### src/rtl/gfau_pkg.sv
package gfau_pkg;

  localparam int unsigned ByteW  = 8;
  localparam int unsigned ActW   = 3;
  localparam int unsigned TblLen = 1 << ByteW;

  // Field polynomial x^8 + x^4 + x^3 + x^2 + 1, carry bit and group order
  localparam logic [ByteW:0]   GF_POLY  = 9'h11D;
  localparam logic [ByteW:0]   GF_CARRY = 9'h100;
  localparam logic [ByteW-1:0] GF_ORDER = 8'd255;

  // Action codes
  localparam logic [ActW-1:0] ACT_MUL = 3'd0;
  localparam logic [ActW-1:0] ACT_DIV = 3'd1;
  localparam logic [ActW-1:0] ACT_INV = 3'd2;
  localparam logic [ActW-1:0] ACT_ADD = 3'd3;
  localparam logic [ActW-1:0] ACT_MAC = 3'd4;

  typedef logic [ByteW-1:0] gf_byte_t;
  typedef gf_byte_t gf_tbl_t [TblLen];

  // Shift-and-add product, reduced each step
  function automatic gf_byte_t gf_mul(input gf_byte_t a, input gf_byte_t b);
    logic [ByteW:0]   x;
    logic [ByteW-1:0] y;
    gf_byte_t         p;
    x = {1'b0, a};
    y = b;
    p = '0;
    for (int i = 0; i < ByteW; i++) begin
      if (y[0]) begin
        p = p ^ x[ByteW-1:0];
      end
      y = y >> 1;
      x = x << 1;
      if ((x & GF_CARRY) != '0) begin
        x = x ^ GF_POLY;
      end
    end
    return p;
  endfunction

  // a^(order-1) by square and multiply; zero maps to zero
  function automatic gf_byte_t gf_inv(input gf_byte_t a);
    gf_byte_t e;
    gf_byte_t base;
    gf_byte_t acc;
    e    = GF_ORDER - 8'd1;
    base = a;
    acc  = 8'd1;
    if (a == '0) begin
      return '0;
    end
    for (int i = 0; i < ByteW; i++) begin
      if (e[0]) begin
        acc = gf_mul(acc, base);
      end
      base = gf_mul(base, base);
      e    = e >> 1;
    end
    return acc;
  endfunction

  function automatic gf_tbl_t gf_inv_table();
    gf_tbl_t t;
    for (int i = 0; i < TblLen; i++) begin
      t[i] = gf_inv(gf_byte_t'(i));
    end
    return t;
  endfunction

endpackage

### src/rtl/gfau_if.sv
interface gfau_req_if
  import gfau_pkg::*;
();
  logic             valid;
  logic             ready;
  logic [ActW-1:0]  action;
  logic [ByteW-1:0] operand_a;
  logic [ByteW-1:0] operand_b;
  logic             row_end;

  modport source (output valid, action, operand_a, operand_b, row_end, input ready);
  modport sink   (input valid, action, operand_a, operand_b, row_end, output ready);
endinterface

interface gfau_rsp_if
  import gfau_pkg::*;
();
  logic             valid;
  logic             ready;
  logic [ByteW-1:0] result;
  logic             row_done;

  modport source (output valid, result, row_done, input ready);
  modport sink   (input valid, result, row_done, output ready);
endinterface

### src/rtl/gf256_arithmetic_unit.sv
// GF(2^8) arithmetic unit, field polynomial 0x11D.
//
// Channels: req carries one beat per operation (action, operand_a,
// operand_b, row_end); rsp returns exactly one beat per request (result,
// row_done), in request order. Both use valid/ready; a beat moves on a
// clock edge where both are high.
//
// Timing: a request is taken in IDLE. At that edge the inverse table ROM
// (synchronous read, 256 entries) and the one-entry accumulator memory are
// read. The compute state then multiplies and loads the rsp register
// once rsp can take it. A new request is taken only after the previous
// one has left the compute state and loaded the rsp register.
// The accumulator is written back in the compute cycle, before the next
// request can be taken, so reads never see a stale value.
//
// Reset (rst, synchronous): returns to IDLE, drops any pending rsp beat and
// marks the accumulator empty so it reads as zero.
// Stall: while rsp is held off, the finished beat waits in the rsp register;
// one more request may be taken and then holds in the compute cycle.
module gf256_arithmetic_unit
  import gfau_pkg::*;
(
  input logic      clk,
  input logic      rst,
  gfau_req_if.sink   req,
  gfau_rsp_if.source rsp
);

  typedef enum logic [0:0] {
    S_IDLE,
    S_CALC
  } state_t;

  localparam gf_tbl_t INV_ROM = gf_inv_table();

  state_t           state;
  logic             rsp_valid;
  logic [ByteW-1:0] rsp_result;
  logic             rsp_row_done;

  // Captured request
  logic [ActW-1:0]  op_action;
  logic [ByteW-1:0] op_a;
  logic [ByteW-1:0] op_b;
  logic             op_row_end;

  // Memory read data
  logic [ByteW-1:0] inv_rd;
  logic [ByteW-1:0] acc_rd;

  // One-entry accumulator store plus its written flag
  logic [ByteW-1:0] acc_mem [1];
  logic             acc_valid;

  logic             accept;
  logic             load;
  logic [ByteW-1:0] inv_addr;
  logic [ByteW-1:0] mul_rhs;
  logic [ByteW-1:0] prod;
  logic [ByteW-1:0] result_next;
  logic             row_done_next;
  logic             acc_we;
  logic [ByteW-1:0] acc_wdata;

  assign req.ready    = (state == S_IDLE);
  assign accept       = req.valid && req.ready;
  assign load         = (state == S_CALC) && (!rsp_valid || rsp.ready);

  assign rsp.valid    = rsp_valid;
  assign rsp.result   = rsp_result;
  assign rsp.row_done = rsp_row_done;

  // Divide looks up the inverse of b, everything else the inverse of a
  assign inv_addr = (req.action == ACT_DIV) ? req.operand_b : req.operand_a;

  // Divide by zero falls out: the table maps zero to zero
  assign mul_rhs = (op_action == ACT_DIV) ? inv_rd : op_b;
  assign prod    = gf_mul(op_a, mul_rhs);

  always_comb begin
    result_next   = '0;
    row_done_next = 1'b0;
    case (op_action) inside
      ACT_MUL, ACT_DIV: result_next = prod;
      ACT_INV:          result_next = inv_rd;
      ACT_ADD:          result_next = op_a ^ op_b;
      ACT_MAC: begin
        result_next   = acc_rd ^ prod;
        row_done_next = op_row_end;
      end
      default: result_next = '0;
    endcase
  end

  // Write back the running sum, or clear it at the end of a row
  assign acc_we    = load && (op_action == ACT_MAC);
  assign acc_wdata = op_row_end ? '0 : result_next;

  // Capture the request and read both memories on acceptance
  always_ff @(posedge clk) begin
    if (accept) begin
      op_action  <= req.action;
      op_a       <= req.operand_a;
      op_b       <= req.operand_b;
      op_row_end <= req.row_end;
      inv_rd     <= INV_ROM[inv_addr];
      acc_rd     <= acc_valid ? acc_mem[0] : '0;
    end
  end

  always_ff @(posedge clk) begin
    if (acc_we) begin
      acc_mem[0] <= acc_wdata;
    end
  end

  always_ff @(posedge clk) begin
    if (rst) begin
      acc_valid <= 1'b0;
    end else if (acc_we) begin
      acc_valid <= 1'b1;
    end
  end

  // Control and the rsp output register
  always_ff @(posedge clk) begin
    if (rst) begin
      state     <= S_IDLE;
      rsp_valid <= 1'b0;
    end else begin
      unique case (state)
        S_IDLE: begin
          if (accept) begin
            state <= S_CALC;
          end
          if (rsp.ready) begin
            rsp_valid <= 1'b0;
          end
        end
        S_CALC: begin
          if (load) begin
            rsp_valid    <= 1'b1;
            rsp_result   <= result_next;
            rsp_row_done <= row_done_next;
            state        <= S_IDLE;
          end
        end
        default: state <= S_IDLE;
      endcase
    end
  end

  a_accept_to_calc: assert property (@(posedge clk) disable iff (rst)
    accept |=> (state == S_CALC))
    else $error("accepted request did not enter compute");

  a_row_done_mac_only: assert property (@(posedge clk) disable iff (rst)
    (load && row_done_next) |-> (op_action == ACT_MAC))
    else $error("row_done raised outside multiply-accumulate");

  a_row_end_clears: assert property (@(posedge clk) disable iff (rst)
    (acc_we && op_row_end) |=> (acc_mem[0] == '0))
    else $error("accumulator not cleared at row end");

  a_mac_writes_back: assert property (@(posedge clk) disable iff (rst)
    (acc_we && !op_row_end) |=> (acc_valid && acc_mem[0] == rsp_result))
    else $error("accumulator write-back differs from reported sum");

endmodule
### src/flat_wrapper.sv
// flat-port wrapper written by rule: the top's interface ports become plain ports
module gf256_arithmetic_unit_flat import gfau_pkg::*;
  (clk, rst, req_valid, req_action, req_operand_a, req_operand_b, req_row_end, req_ready, rsp_valid, rsp_result, rsp_row_done, rsp_ready);
  gfau_req_if req_i ();
  gfau_rsp_if rsp_i ();
  input logic clk;
  input logic rst;
  input wire logic [$bits(req_i.valid)-1:0] req_valid;
  input wire logic [$bits(req_i.action)-1:0] req_action;
  input wire logic [$bits(req_i.operand_a)-1:0] req_operand_a;
  input wire logic [$bits(req_i.operand_b)-1:0] req_operand_b;
  input wire logic [$bits(req_i.row_end)-1:0] req_row_end;
  output wire logic [$bits(req_i.ready)-1:0] req_ready;
  output wire logic [$bits(rsp_i.valid)-1:0] rsp_valid;
  output wire logic [$bits(rsp_i.result)-1:0] rsp_result;
  output wire logic [$bits(rsp_i.row_done)-1:0] rsp_row_done;
  input wire logic [$bits(rsp_i.ready)-1:0] rsp_ready;
  assign req_i.valid = req_valid;
  assign req_i.action = req_action;
  assign req_i.operand_a = req_operand_a;
  assign req_i.operand_b = req_operand_b;
  assign req_i.row_end = req_row_end;
  assign req_ready = req_i.ready;
  assign rsp_valid = rsp_i.valid;
  assign rsp_result = rsp_i.result;
  assign rsp_row_done = rsp_i.row_done;
  assign rsp_i.ready = rsp_ready;
  gf256_arithmetic_unit u_core (.clk(clk), .rst(rst), .req(req_i), .rsp(rsp_i));
endmodule
### config.mk
export PLATFORM = sky130hd
export DESIGN_NAME = gf256_arithmetic_unit_flat
export DESIGN_NICKNAME = d
export VERILOG_FILES = /design/src/rtl/gfau_pkg.sv /design/src/rtl/gfau_if.sv /design/src/rtl/gf256_arithmetic_unit.sv /design/src/flat_wrapper.sv
export SDC_FILE = /design/constraint.sdc
export NUM_CORES = 1
export LEC_CHECK = 0
export ABC_AREA = 1
export BUFFER_PORTS_ARGS = -buffer_cell sky130_fd_sc_hd__buf_2
export CORE_AREA = 2 2 127 129
export CTS_BUF_LIST = sky130_fd_sc_hd__clkbuf_4 sky130_fd_sc_hd__clkbuf_8
export CTS_CLUSTER_DIAMETER = 200
export DETAILED_ROUTE_END_ITERATION = 8
export DIE_AREA = 0 0 129 131
export SYNTH_ARGS = -nofsm -noshare
export SYNTH_HDL_FRONTEND = slang
export SYNTH_SLANG_ARGS = --single-unit
### constraint.sdc
create_clock -name clk -period 2.65 [get_ports clk]
set_input_delay 0.1325 -clock clk [delete_from_list [all_inputs] [get_ports clk]]
set_output_delay 0.1325 -clock clk [all_outputs]
set_load 0.05 [all_outputs]
After elaboration in Yosys (flattened, before gate mapping)
Memory sizes are Yosys's and may differ from the RTL's. A register that Yosys moved wholly into a read port is not among the register bits.
Cells that the tools add are included.
{"block": "word_totals", "reg_bits": 32, "ramBits": 8, "mem_bits_ro": 2048, "in_bits": 24, "out_inout_bits": 11, "word_cells": 79, "memories": 2}
{"memory": "(name not given)", "depth": 256, "width": 8, "read_ports": 1, "rd_ports_with_merged_regs": 1, "wr": 0, "line": "gf256_arithmetic_unit.sv:106", "rtl": "inv_rd <= INV_ROM[inv_addr];"}
{"memory": "u_core.acc_mem", "depth": 1, "width": 8, "read_ports": 1, "rd_ports_with_merged_regs": 1, "wr": 1, "line": "gf256_arithmetic_unit.sv:52", "rtl": "logic [ByteW-1:0] acc_mem [1];"}
{"block": "classes", "n_eq_ne": 7, "n_mux": 30, "bitwise_logic": 20, "n_reduce_logical": 11}
{"cell": "8-bit 2-to-1 mux", "count": 15}
{"cell": "8-bit bitwise XOR", "count": 9}
{"cell": "5-bit 2-to-1 mux", "count": 7}
{"cell": "4-bit inverter", "count": 7}
{"cell": "8-bit inverter with 9-bit output", "count": 1}
{"cell": "3-bit by 1-bit equality test with 1-bit output, second input constant", "count": 2}
{"cell": "3-bit by 2-bit equality test with 1-bit output, second input constant", "count": 2}
{"cell": "1-bit 2-to-1 mux", "count": 6}
{"cell": "5-bit OR reduction", "count": 1}
{"cell": "2-bit != test, second input constant", "count": 2}
{"cell": "1-bit case mux with 2 select lines", "count": 2}
{"cell": "3-bit equality test, second input constant", "count": 1}
{"cell": "1-bit logical AND", "count": 3}
{"cell": "3-bit zero test", "count": 1}
{"cell": "1-bit inverter", "count": 3}
{"cell": "3-bit AND reduction", "count": 1}
{"cell": "1-bit zero test", "count": 2}
{"cell": "2-bit AND reduction", "count": 1}
{"cell": "2-bit OR reduction", "count": 1}
{"cell": "1-bit logical OR", "count": 1}

Depth between registers and ports, before layout
Gate-level depths: netlist of the first run.
{"block": "depth", "word_depth": 23, "ltp_mapped": 21, "mapped_depth_nobuf": 20}

Worst setup path after synthesis of the first run
Ideal clock, no wire load.
{"block": "synth_path", "path_type": "input -> register", "startpoint": "input port req_action[2]", "endpoint": "register u_core.inv_rd[4] (data pin)", "setup_time_ns": 0.264, "arrival_ns": 2.251, "t_required_ns": 2.386, "path_slack_ns": 0.135, "cell_stages": 13, "path_buffers": 1, "cell_sequence": "nand3b_4 > buf_4 > o21ai_2 > inv_1 > ha_1 > nor2_1 > inv_1 > nand2_1 > inv_1 > o21ai_0 > a21oi_1 > o311ai_0 > nand2_1"}
{"block": "synth_between", "elab_chain_len": 3}
{"element": "from (decl)", "line": "flat_wrapper.sv:9", "rtl": "input wire logic [$bits(req_i.action)-1:0] req_action;"}
{"element": "3-bit by 1-bit equality test with 1-bit output", "line": "gf256_arithmetic_unit.sv:74", "rtl": "assign inv_addr = (req.action == ACT_DIV) ? req.operand_b : req.operand_a;"}
{"element": "8-bit 2-to-1 mux", "line": "gf256_arithmetic_unit.sv:74"}
{"element": "8-bit inverter with 9-bit output (implied by the code)", "line": "gf256_arithmetic_unit.sv:106"}
{"element": "to (decl)", "line": "gf256_arithmetic_unit.sv:48", "rtl": "logic [ByteW-1:0] inv_rd;"}
Every way passes these cells.
A chain may end at the register's enable or synchronous reset.

Final worst setup path of the first run
{"block": "layout_path", "startpoint": "register u_core.op_action[1]", "endpoint": "memory u_core.acc_mem[0][7] (data pin)"}
{"block": "layout_between", "elab_chain_len": 23, "elab_cells_between_ends": 28, "classes_between": "eq/ne (4); mux (14); bitwise (8); reduce/logical (2)"}
{"element": "from (decl)", "line": "gf256_arithmetic_unit.sv:42", "rtl": "logic [ActW-1:0] op_action;"}
{"element": "from (signal assigned)", "line": "gf256_arithmetic_unit.sv:102", "rtl": "op_action <= req.action;"}
{"element": "3-bit by 1-bit equality test with 1-bit output", "line": "gf256_arithmetic_unit.sv:77", "rtl": "assign mul_rhs = (op_action == ACT_DIV) ? inv_rd : op_b;"}
{"element": "8-bit 2-to-1 mux", "line": "gf256_arithmetic_unit.sv:77"}
{"element": "8-bit 2-to-1 mux", "line": "gfau_pkg.sv:31", "rtl": "if (y[0]) begin"}
{"element": "8-bit bitwise XOR", "line": "gfau_pkg.sv:32", "rtl": "p = p ^ x[ByteW-1:0];"}
{"element": "8-bit 2-to-1 mux", "line": "gfau_pkg.sv:31"}
{"element": "8-bit bitwise XOR", "line": "gfau_pkg.sv:32"}
{"element": "8-bit 2-to-1 mux", "line": "gfau_pkg.sv:31"}
{"element": "8-bit bitwise XOR", "line": "gfau_pkg.sv:32"}
{"element": "[... 6 more ...]"}
{"element": "8-bit 2-to-1 mux", "line": "gfau_pkg.sv:31"}
{"element": "8-bit bitwise XOR", "line": "gfau_pkg.sv:32"}
{"element": "8-bit 2-to-1 mux", "line": "gfau_pkg.sv:31"}
{"element": "8-bit bitwise XOR", "line": "gf256_arithmetic_unit.sv:88", "rtl": "result_next = acc_rd ^ prod;"}
{"element": "8-bit 2-to-1 mux (3 in a row)", "line": "gf256_arithmetic_unit.sv:83", "rtl": "case (op_action) inside"}
{"element": "8-bit 2-to-1 mux *", "line": "gf256_arithmetic_unit.sv:83"}
{"element": "via u_core.result_next[7]", "line": "gf256_arithmetic_unit.sv:60", "rtl": "logic [ByteW-1:0] result_next;"}
{"element": "8-bit 2-to-1 mux *", "line": "gf256_arithmetic_unit.sv:97", "rtl": "assign acc_wdata = op_row_end ? '0 : result_next;"}
{"element": "to (decl)", "line": "gf256_arithmetic_unit.sv:52"}
The timed path passes the listed nets; every way through them passes the cells marked *.

==> results of run 1 <==
[state kept, by name (all words and copies together), names as in the netlist, 3 cells and up]
signal,flops
u_core.acc_mem,8
u_core.acc_rd,8
u_core.inv_rd,8
u_core.op_a,8
u_core.op_b,8
u_core.rsp.result,8
u_core.op_action,3
[cell families after synthesis]
kind of cell / after synthesis / share of synthesized area [%]
simple gates: 607 / 39.0
compound gates: 206 / 18.7
buf+inv: 179 / 10.5
flops: 56 / 24.2
xor+xnor: 38 / 4.99
fa+ha+maj: 14 / 2.57
[what timing repair did]
action | CTS | global route
setup endpoints to repair | 5 | 24
hold buffers | 6 | 0
gates cloned | 0 | 1
buffers inserted | 3 | 15
pin swaps | 0 | 24
endpoints found under the hold margin | 6 | 0
gates resized for setup | 0 | 100
[synth_stat cells (all sizes together), types with 3 or more instances]
master | number | share of area [%]
dfxtp | 3 | 0.88
xor2 | 19 | 2.5
a211oi | 4 | 0.44
o221ai | 12 | 1.5
a31oi | 4 | 0.37
o31ai | 4 | 0.44
buf | 24 | 2.0
o311ai | 4 | 0.51
nand3 | 139 | 10
nor3 | 11 | 0.88
nand2 | 324 | 19
xnor2 | 19 | 2.4
o22ai | 8 | 0.73
clkbuf | 20 | 1.1
nor2 | 113 | 6.8
a21oi | 43 | 3.2
o21ai | 93 | 7.6
ha | 14 | 2.6
o211ai | 27 | 3.0
nand3b | 9 | 1.2
nand4 | 8 | 1.0
inv | 133 | 7.4
edfxtp | 53 | 23
[where the power goes]
group / total, mW / leakage [nW] / internal (mW) / switching [mW]
sequential: 1.09 / 0.534 / 1.05 / 0.0464
combinational: 2.25 / 3.71 / 0.833 / 1.41
clock: 0.490 / 0.0445 / 0.189 / 0.301
[stage by stage]
step	hold WS [ns]	worst slack [ns]	cell area (um^2)	utilization, %
3_5_place_dp	0.311	-0.0324	8250	52.9
5_1_grt	0.00812	-0.188	8900	57.1
6_report	0.0137	-0.0117	8900	57.1
4_1_cts	0.00216	0.0110	8420	54.0
2_1_floorplan	0.202	0.135	6820	-
3_3_place_gp	0.312	-0.0195	8250	52.9
[worst paths after layout]
path	to	slack [ns]	cells after the start	start
max	u_core.acc_mem[0][7]$_SDFFCE_PP0P_	-0.01	17	u_core.op_action[1]$_DFFE_PP_
min	u_core.op_b[0]$_DFFE_PP_	0.01	1	req_operand_b[0]
max reg2reg	u_core.acc_mem[0][7]$_SDFFCE_PP0P_	-0.01	17	u_core.op_action[1]$_DFFE_PP_
min reg2reg	u_core.rsp.valid$_SDFFE_PP0P_	0.49	2	u_core.rsp.valid$_SDFFE_PP0P_
[routing by layer]
layer  track usage, %  wire (um)  up-vias
met4             24.4       2250        0
met3             3.91       2130      137
met2             59.0      13700      492
li1                 -          -     4003
met5                0          0        -
met1             41.2      11200     3800
[cell type report]
type	count	share of cell area [%]
Clock buffer	5	0.773
Clock inverter	3	0.239
Inverter	135	5.72
Multi-Input combinational cell	865	54.0
Sequential cell	56	18.6
Tap cell	216	3.04
Timing Repair Buffer	200	17.6
[worst max-delay path: stages (launching register included)]
cell and delay [ns]:
edfxtp_1 0.45, nor2_4 0.24, nand2_4 0.10, buf_12 0.17
o21ai_4 0.22, buf_6 0.14, nand2_2 0.04, or2_1 0.22
nand3b_1 0.12, nand2_1 0.07, nand2_1 0.08, nand3b_1 0.13
nand2_1 0.08, nand2_1 0.06, nand3_2 0.07, nand4_4 0.09
nand2_2 0.12, inv_2 0.03
==> metrics.txt, run 1 <==
outcome=finished with violations; failing checks=setup timing; Worst-Margin Slew=0.768 ns; Placed Instances=1447; Layout Cells excl Fill=1480; Max-Cap Viols=0; Syn Area/Cell=6.20 um^2; final hold violations=0; Worst Skew=0.0102 ns; CTS buffer count=5; Seq/Total Area, Yosys=24.2%; DP HPWL=22.6 mm; Pwr Density=430 mW/mm^2; Die Wd=129 um; die span in y=131 um; Area growth syn-to-layout=30.5%; setup TNS=-0.0117 ns; Nets=1301; Via density=5.70; CTS clk-pin slew, worst paths=0.11 ns; total track usage=34.7%; clock buffer depth=2; vias in the first global route=7937; CTS tree=yes; first-pass GRT wire length=44.3 mm; Worst IR Drop VDD=0.221 mV; die area=0.0169 mm^2; # IOs=35; post-route setup slack=-0.0117 ns; EDFF count, synth=53; max-slew violations=0; Yosys cell types=51; largest net degree at the start of global routing=53; grt total ovfl=0; FILL cells=1541; Lkg Pwr=4.28 nW; commonest non-fill, non-tap cell in the layout=nand2_1; initial drt markers=1016; Finish-stage setup viols=1; Syn Inst Count=1100; DRC Markers=0; post-DR wirelength/cell=19.8 um; clock sinks=56; H-tree depth=2; initial antenna violation count=0; final worst-path cycle share=100%; share of layout cells above drive strength 1=25.8%; Root Driver=clkbuf_8; syn nets=1138; ANT cells=0; Post-Route WL=29.2 mm; critical path type=register to register; register bit count reported by yosys=56; commonest cells after routing, fill and taps aside=nand2_1, buf_4, nand3_1; share of synthesized registers carrying an async set or reset=0%; critical path fanouts, max=7; post-layout min period=2.66 ns; row count=46; Most used DFF post-synth=edfxtp_1; headroom to the max-slew limit=48.6%; mapped cell area=0.00682 mm^2; Ys Warns=0; clk_lat worst skew=0.31 ns; RD Place Congestion=1.09; core region area=0.0156 mm^2; TritonRoute pass-1 iters=6; via count=8432; PortBufs=34; sequential cell area=0.00165 mm^2; Routed Antenna Nets=0; area occupied by multi-input gates=0.00481 mm^2; arrival time at the worst endpoint=2.75 ns; RSZ-0062 raised after global routing=true; crit path launch type=register; Critical Path RT=2.74 ns; total power=3.83 mW; Max Fclk=0.376 GHz; Critical Path End Type=register; initial core utilization=43.7%; Min-Delay Path Class=input port to register
No activity file was read; power rests on OpenSTA's default activity.
==> inputs of run 2 (changes only) <==
--- a/config.mk
+++ b/config.mk
@@ -12,6 +12,7 @@
 export CTS_CLUSTER_DIAMETER = 200
 export DETAILED_ROUTE_END_ITERATION = 8
 export DIE_AREA = 0 0 129 131
+export SKIP_LAST_GASP = 1
 export SYNTH_ARGS = -nofsm -noshare
 export SYNTH_HDL_FRONTEND = slang
 export SYNTH_SLANG_ARGS = --single-unit
==> run 2 against run 1 <==
Worst hold slack is essentially flat. Clock skew up 0.00055 ns. Die area unchanged. The run still ends with setup timing left. Register-to-register slack barely moved. Setup slack got worse by 0.0028 ns. Highest routed layer unchanged. Cell count is the same. Total power hardly changed.
==> metrics.txt, run 2 (synthesis gave the netlist of run 1 again) <==
final worst-path cycle share=101%; cell mode on critical path=nand2_1; Max-Cap Viols=0; Critical Path RT=2.74 ns; outcome=finished with violations; setup TNS=-0.0145 ns; Hold Path Sink=u_core.op_b[0]$_DFFE_PP_; crit-path cells=nor2_4, nand2_4, buf_12, o21ai_4, buf_6, nand2_2, or2_1, nand3b_1, nand2_1, nand2_1, nand3b_1, nand2_1, nand2_1, nand3_2, nand4_4, nand2_2, inv_2; Critical Path End Type=register; row count=46; max-slew violations=0; crit-path max cell delay=0.45 ns; core region area=0.0156 mm^2; TritonRoute pass-1 iters=6; clock buffer depth=2; Root Driver=clkbuf_8; arrival time at the worst endpoint=2.76 ns; CTS tree=yes; launch point of the worst reg-to-reg path=u_core.op_action[1]$_DFFE_PP_; post-DR wirelength/cell=19.8 um; vias in the first global route=7937; H-tree depth=2; RSZ-0062 raised after global routing=true; failing checks=setup timing; Worst-Margin Slew=0.770 ns; PortBufs=34; die span in y=131 um; critical path type=register to register; Worst IR Drop VDD=0.220 mV; DRC Markers=0; Via density=5.71; total track usage=34.7%; share of layout cells above drive strength 1=25.7%; Post-Route WL=29.2 mm; clk_lat worst skew=0.31 ns; hold path cells=1; post-route setup slack=-0.0145 ns; first-pass GRT wire length=44.3 mm; final hold violations=0; crit path launch type=register; commonest non-fill, non-tap cell in the layout=nand2_1; initial core utilization=43.7%; Area growth syn-to-layout=30.4%; # IOs=35; Lkg Pwr=4.28 nW; via count=8447; post-layout min period=2.66 ns; Die Wd=129 um; Pwr Density=430 mW/mm^2; Worst Skew=0.0107 ns; commonest cells after routing, fill and taps aside=nand2_1, buf_4, nand3_1; Nets=1301; worst hold start=req_operand_b[0]; worst slack at placement=-0.0324 ns; die area=0.0169 mm^2; initial antenna violation count=0; ANT cells=0; r2r worst-path depth=17; CTS buffer count=5; critical path fanouts, max=7; initial drt markers=1008; Min-Delay Path Class=input port to register; Finish-stage setup viols=1; slowest stage cell, crit path=edfxtp_1; headroom to the max-slew limit=48.5%; clock sinks=56; DP HPWL=22.6 mm; Max Fclk=0.375 GHz; largest net degree at the start of global routing=53; CTS clk-pin slew, worst paths=0.11 ns; Routed Antenna Nets=0; grt total ovfl=0; r2r setup slk=-0.01 ns; Crit Reg-Reg Endpoint=u_core.acc_mem[0][7]$_SDFFCE_PP0P_; RD Place Congestion=1.09
## run 2: worst max path at each step
stage | startpoint | cells after the start | slack (ns) | to
2_1_floorplan | req_action[2] | 13 | 0.14 | u_core.inv_rd[4]$_DFFE_PP_
3_3_place_gp | u_core.op_a[7]$_DFFE_PP_ | 16 | -0.02 | u_core.acc_mem[0][3]$_SDFFCE_PP0P_
3_5_place_dp | u_core.op_a[7]$_DFFE_PP_ | 16 | -0.03 | u_core.acc_mem[0][3]$_SDFFCE_PP0P_
4_1_cts | u_core.op_action[2]$_DFFE_PP_ | 18 | 0.01 | u_core.acc_mem[0][6]$_SDFFCE_PP0P_
5_1_grt | u_core.op_action[1]$_DFFE_PP_ | 13 | -0.19 | u_core.rsp.result[0]$_DFFE_PP_
6_report | u_core.op_action[1]$_DFFE_PP_ | 17 | -0.01 | u_core.acc_mem[0][7]$_SDFFCE_PP0P_
## run 2: per-layer routing
| layer | wire length [um] | vias to the layer above | global-route usage, % |
|---|---|---|---|
| met3 | 2150 | 158 | 3.91 |
| met1 | 11100 | 3801 | 41.2 |
| met5 | 0 | - | 0 |
| met4 | 2410 | 0 | 24.4 |
| li1 | - | 4000 | - |
| met2 | 13600 | 488 | 59.0 |
## run 2: through the flow
step           cells  util, %  area (um^2)  total power [mW]  hold WS, ns
5_1_grt         1480     57.1         8900              4.06      0.00812
4_1_cts         1464     54.0         8420              3.62      0.00216
3_3_place_gp    1447     52.9         8250              3.12        0.312
6_report        1480     57.1         8900              3.83       0.0135
2_1_floorplan   1100        -         6820              2.34        0.202
3_5_place_dp    1447     52.9         8250              3.11        0.311
## run 2: area by class of cell
class / count / area [um^2]
Inverter: 135 / 509
Clock buffer: 5 / 68.8
Fill cell: 1540 / 6700
Tap cell: 216 / 270
Multi-Input combinational cell: 865 / 4810
Clock inverter: 3 / 21.3
Sequential cell: 56 / 1650
Timing Repair Buffer: 200 / 1570
## run 2: worst max-delay path: cells and delay by family, from the launching register on
kind | cells | cell delay [ns]
compound gates | 1 | 0.22
buf+inv | 3 | 0.34
flops | 1 | 0.45
simple gates | 13 | 1.42
## run 2: timing repair
item,CTS,global route
endpoints found under the setup margin,5,24
endpoints found under the hold margin,6,0
cloned,0,1
pin swaps,0,24
resized for setup,0,99
buffers inserted,3,15
hold buffers,6,0
## run 2: power breakdown
group	leakage, nW	switching (mW)	internal [mW]	total [mW]
combinational	3.71	1.41	0.833	2.25
clock	0.0445	0.300	0.189	0.489
sequential	0.534	0.0462	1.05	1.09
total	4.28	1.76	2.07	3.83
==> inputs of run 3 (changes only) <==
--- a/config.mk
+++ b/config.mk
@@ -5,13 +5,13 @@
 export SDC_FILE = /design/constraint.sdc
 export NUM_CORES = 1
 export LEC_CHECK = 0
-export ABC_AREA = 1
+export ABC_AREA = 0
 export BUFFER_PORTS_ARGS = -buffer_cell sky130_fd_sc_hd__buf_2
-export CORE_AREA = 2 2 127 129
+export CORE_AREA = 2 2 131 133
 export CTS_BUF_LIST = sky130_fd_sc_hd__clkbuf_4 sky130_fd_sc_hd__clkbuf_8
 export CTS_CLUSTER_DIAMETER = 200
 export DETAILED_ROUTE_END_ITERATION = 8
-export DIE_AREA = 0 0 129 131
+export DIE_AREA = 0 0 133 135
 export SKIP_LAST_GASP = 1
 export SYNTH_ARGS = -nofsm -noshare
 export SYNTH_HDL_FRONTEND = slang
==> run 3 against run 2 <==
The flow still finishes with violations (setup timing). Critical path depth fell by 8. Flip-flop and latch count stayed put. Clock-buffer cell count is the same. Total power up 13%. Utilization is 5.1 points higher. Cell count shrank 7.8%. Largest cell class unchanged.
==> metrics.txt, run 3 <==
CTS tree=yes; fin area=0.0102 mm^2; initial antenna violation count=0; largest delay contributor family on the critical path=XOR/XNOR gates; share of the synthesized area in the top cell type=21.9%; arrival time at the worst endpoint=3.08 ns; switch share=42.1%; ANT cells=0; area leader, netlist=edfxtp_1; cell mode on critical path=mux2_4; initial drt markers=1204; Area growth syn-to-layout=40.2%; Nets=1181; DP HPWL=24.6 mm; RSZ-0062 raised after global routing=true; Max Fclk=0.344 GHz; critical path fanouts, max=6; Critical Path End Type=register; crit-path cells=or3b_4, buf_6, mux2_4, nand2_2, xnor3_1, xnor2_2, xnor2_1, mux2_4, a21oi_1; total track usage=36.1%; syn nets=968; Post-Route WL=32.7 mm; post-layout min period=2.91 ns; Worst IR Drop VDD=0.235 mV; CTS clk-pin slew, worst paths=0.11 ns; Finish-stage setup viols=16; crit-path max cell delay=0.53 ns; Lkg Pwr=4.10 nW; Worst-Margin Slew=0.726 ns; headroom to the max-slew limit=51.0%; Synth top cells by count=nor2_1, nand2_1, a21oi_1; Ys Warns=0; Seq/Total Area, Yosys=22.7%; max-slew violations=0; share of layout cells above drive strength 1=35.4%; Max-Cap Viols=0; commonest cells after routing, fill and taps aside=buf_4, nor2_1, nand2_1; EDFF count, synth=53; crit path launch type=register; slowest stage cell, crit path=or3b_4; Root Driver=clkbuf_8; share of synthesized registers carrying an async set or reset=0%; mapped cell area=0.00727 mm^2; Critical Path RT=2.83 ns; final core utilization=62.1%; initial core utilization=44.3%; post-route setup slack=-0.259 ns; H-tree depth=2; most frequent cell after synthesis=nor2_1; largest net degree at the start of global routing=38; final worst-path cycle share=110%; commonest non-fill, non-tap cell in the layout=buf_4; core region area=0.0164 mm^2; clock buffer depth=2; final hold violations=0; RD Place Congestion=1.06; CTS buffer count=5; die span in y=135 um; row count=47; Min-Delay Path Class=input port to register; # IOs=35; critical path type=register to register; Int Power=2.51 mW; TritonRoute pass-1 iters=6; Routed Antenna Nets=0; Clock power frac=11.8%; Syn Inst Count=930; CP bufs+invs=1; FILL cells=1406; via count=8913; Yosys cell types=76; Syn Area/Cell=7.82 um^2; sequential group share of total power=25.7%; Most used DFF post-synth=edfxtp_1; grt total ovfl=0; Area contributors post-synth=edfxtp_1, xnor2_1, nor2_1; Via density=6.53; post-DR wirelength/cell=24.0 um; Pwr Density=425 mW/mm^2; vias in the first global route=8563; Switch Pwr=1.83 mW; outcome=finished with violations; failing checks=setup timing; Worst Skew=0.0241 ns; Combinational Power Share=62.5%; register bit count reported by yosys=56; Die Wd=133 um; first-pass GRT wire length=49.7 mm; DP Area=0.00957 mm^2; PortBufs=34; DRC Markers=0; clk_lat worst skew=0.33 ns; clock sinks=56; die area=0.0180 mm^2
## run 3: changes by cell type in the layout (fill, tap and decap cells not counted), moves of 24 or more
cell | previous run | this run
nand2_1 | 283 | 91
nand3_1 | 127 | 17
inv_1 | 115 | 8
buf_4 | 148 | 229
a21oi_1 | 42 | 72
nand2_2 | 32 | 8
xnor2_1 | 18 | 42
## run 3: power groups by stage
stage	sequential, mW	combinational [mW]	clock (mW)
global placement	1.13	2.42	0
global route	1.12	2.84	0.544
detailed placement	1.13	2.40	0
floorplan	1.14	1.41	0
finish	1.11	2.71	0.513
CTS	1.11	2.52	0.522
## run 3: timing repair
action                     4_1_cts  5_1_grt
buffers inserted                 5        5
setup endpoints to repair       21       23
gates resized for setup         43       52
hold endpoints to repair         3        0
hold buffers                     2        0
pin swaps                       23       29
gates cloned                     1        0
## run 3: worst paths after layout
path | startpoint | end | slack (ns) | cells past startpoint
min reg2reg | u_core.acc_mem[0][1]$_SDFFCE_PP0P_ | u_core.acc_rd[1]$_SDFFCE_PN0P_ | 0.54 | 1
max | u_core.op_action[1]$_DFFE_PP_ | u_core.acc_mem[0][5]$_SDFFCE_PP0P_ | -0.26 | 9
max reg2reg | u_core.op_action[1]$_DFFE_PP_ | u_core.acc_mem[0][5]$_SDFFCE_PP0P_ | -0.26 | 9
min | req_operand_b[7] | u_core.op_b[7]$_DFFE_PP_ | 0.03 | 1
## run 3: final cells by class
cell class	count	area [um^2]	share of cell area, %
inverter	12	52.6	0.515
tap	220	275	2.70
sequential	56	1650	16.2
timing repair buffer	293	2360	23.2
multi-input combinational	775	5750	56.4
clock inverter	3	27.5	0.270
clock buffer	5	68.8	0.675
## run 3: metrics by stage
stage / worst slack, ns / TNS, ns / cells / hold WS, ns / power (mW)
2_1_floorplan: -0.129 / -0.823 / 930 / 0.205 / 2.54
3_3_place_gp: -0.472 / -5.81 / 1343 / 0.325 / 3.54
3_5_place_dp: -0.403 / -5.71 / 1343 / 0.322 / 3.53
4_1_cts: -0.220 / -2.31 / 1359 / 0.0241 / 4.16
5_1_grt: -0.335 / -3.78 / 1364 / 0.0356 / 4.50
6_report: -0.259 / -2.54 / 1364 / 0.0348 / 4.34
## run 3: kinds of logic (layout without fill, tap and decap cells)
family	Yosys count	count (layout)	share of synthesized area, %
adders and majority gates	14	14	2.41
muxes	44	44	6.76
DFF	56	56	22.7
buffers and inverters	100	313	5.80
xor gates and xnor gates	76	76	12.0
and+or+nand+nor	316	317	20.1
AOI/OAI and AO/OA	324	324	30.2
## run 3: routing by layer
layer / vias up / part of all wire (%) / GRT usage (%)
met5: - / 0 / 0
met3: 231 / 9.2 / 6.01
met1: 4116 / 37 / 42.6
met4: 0 / 9.4 / 26.6
met2: 639 / 45 / 59.5
li1: 3927 / - / -
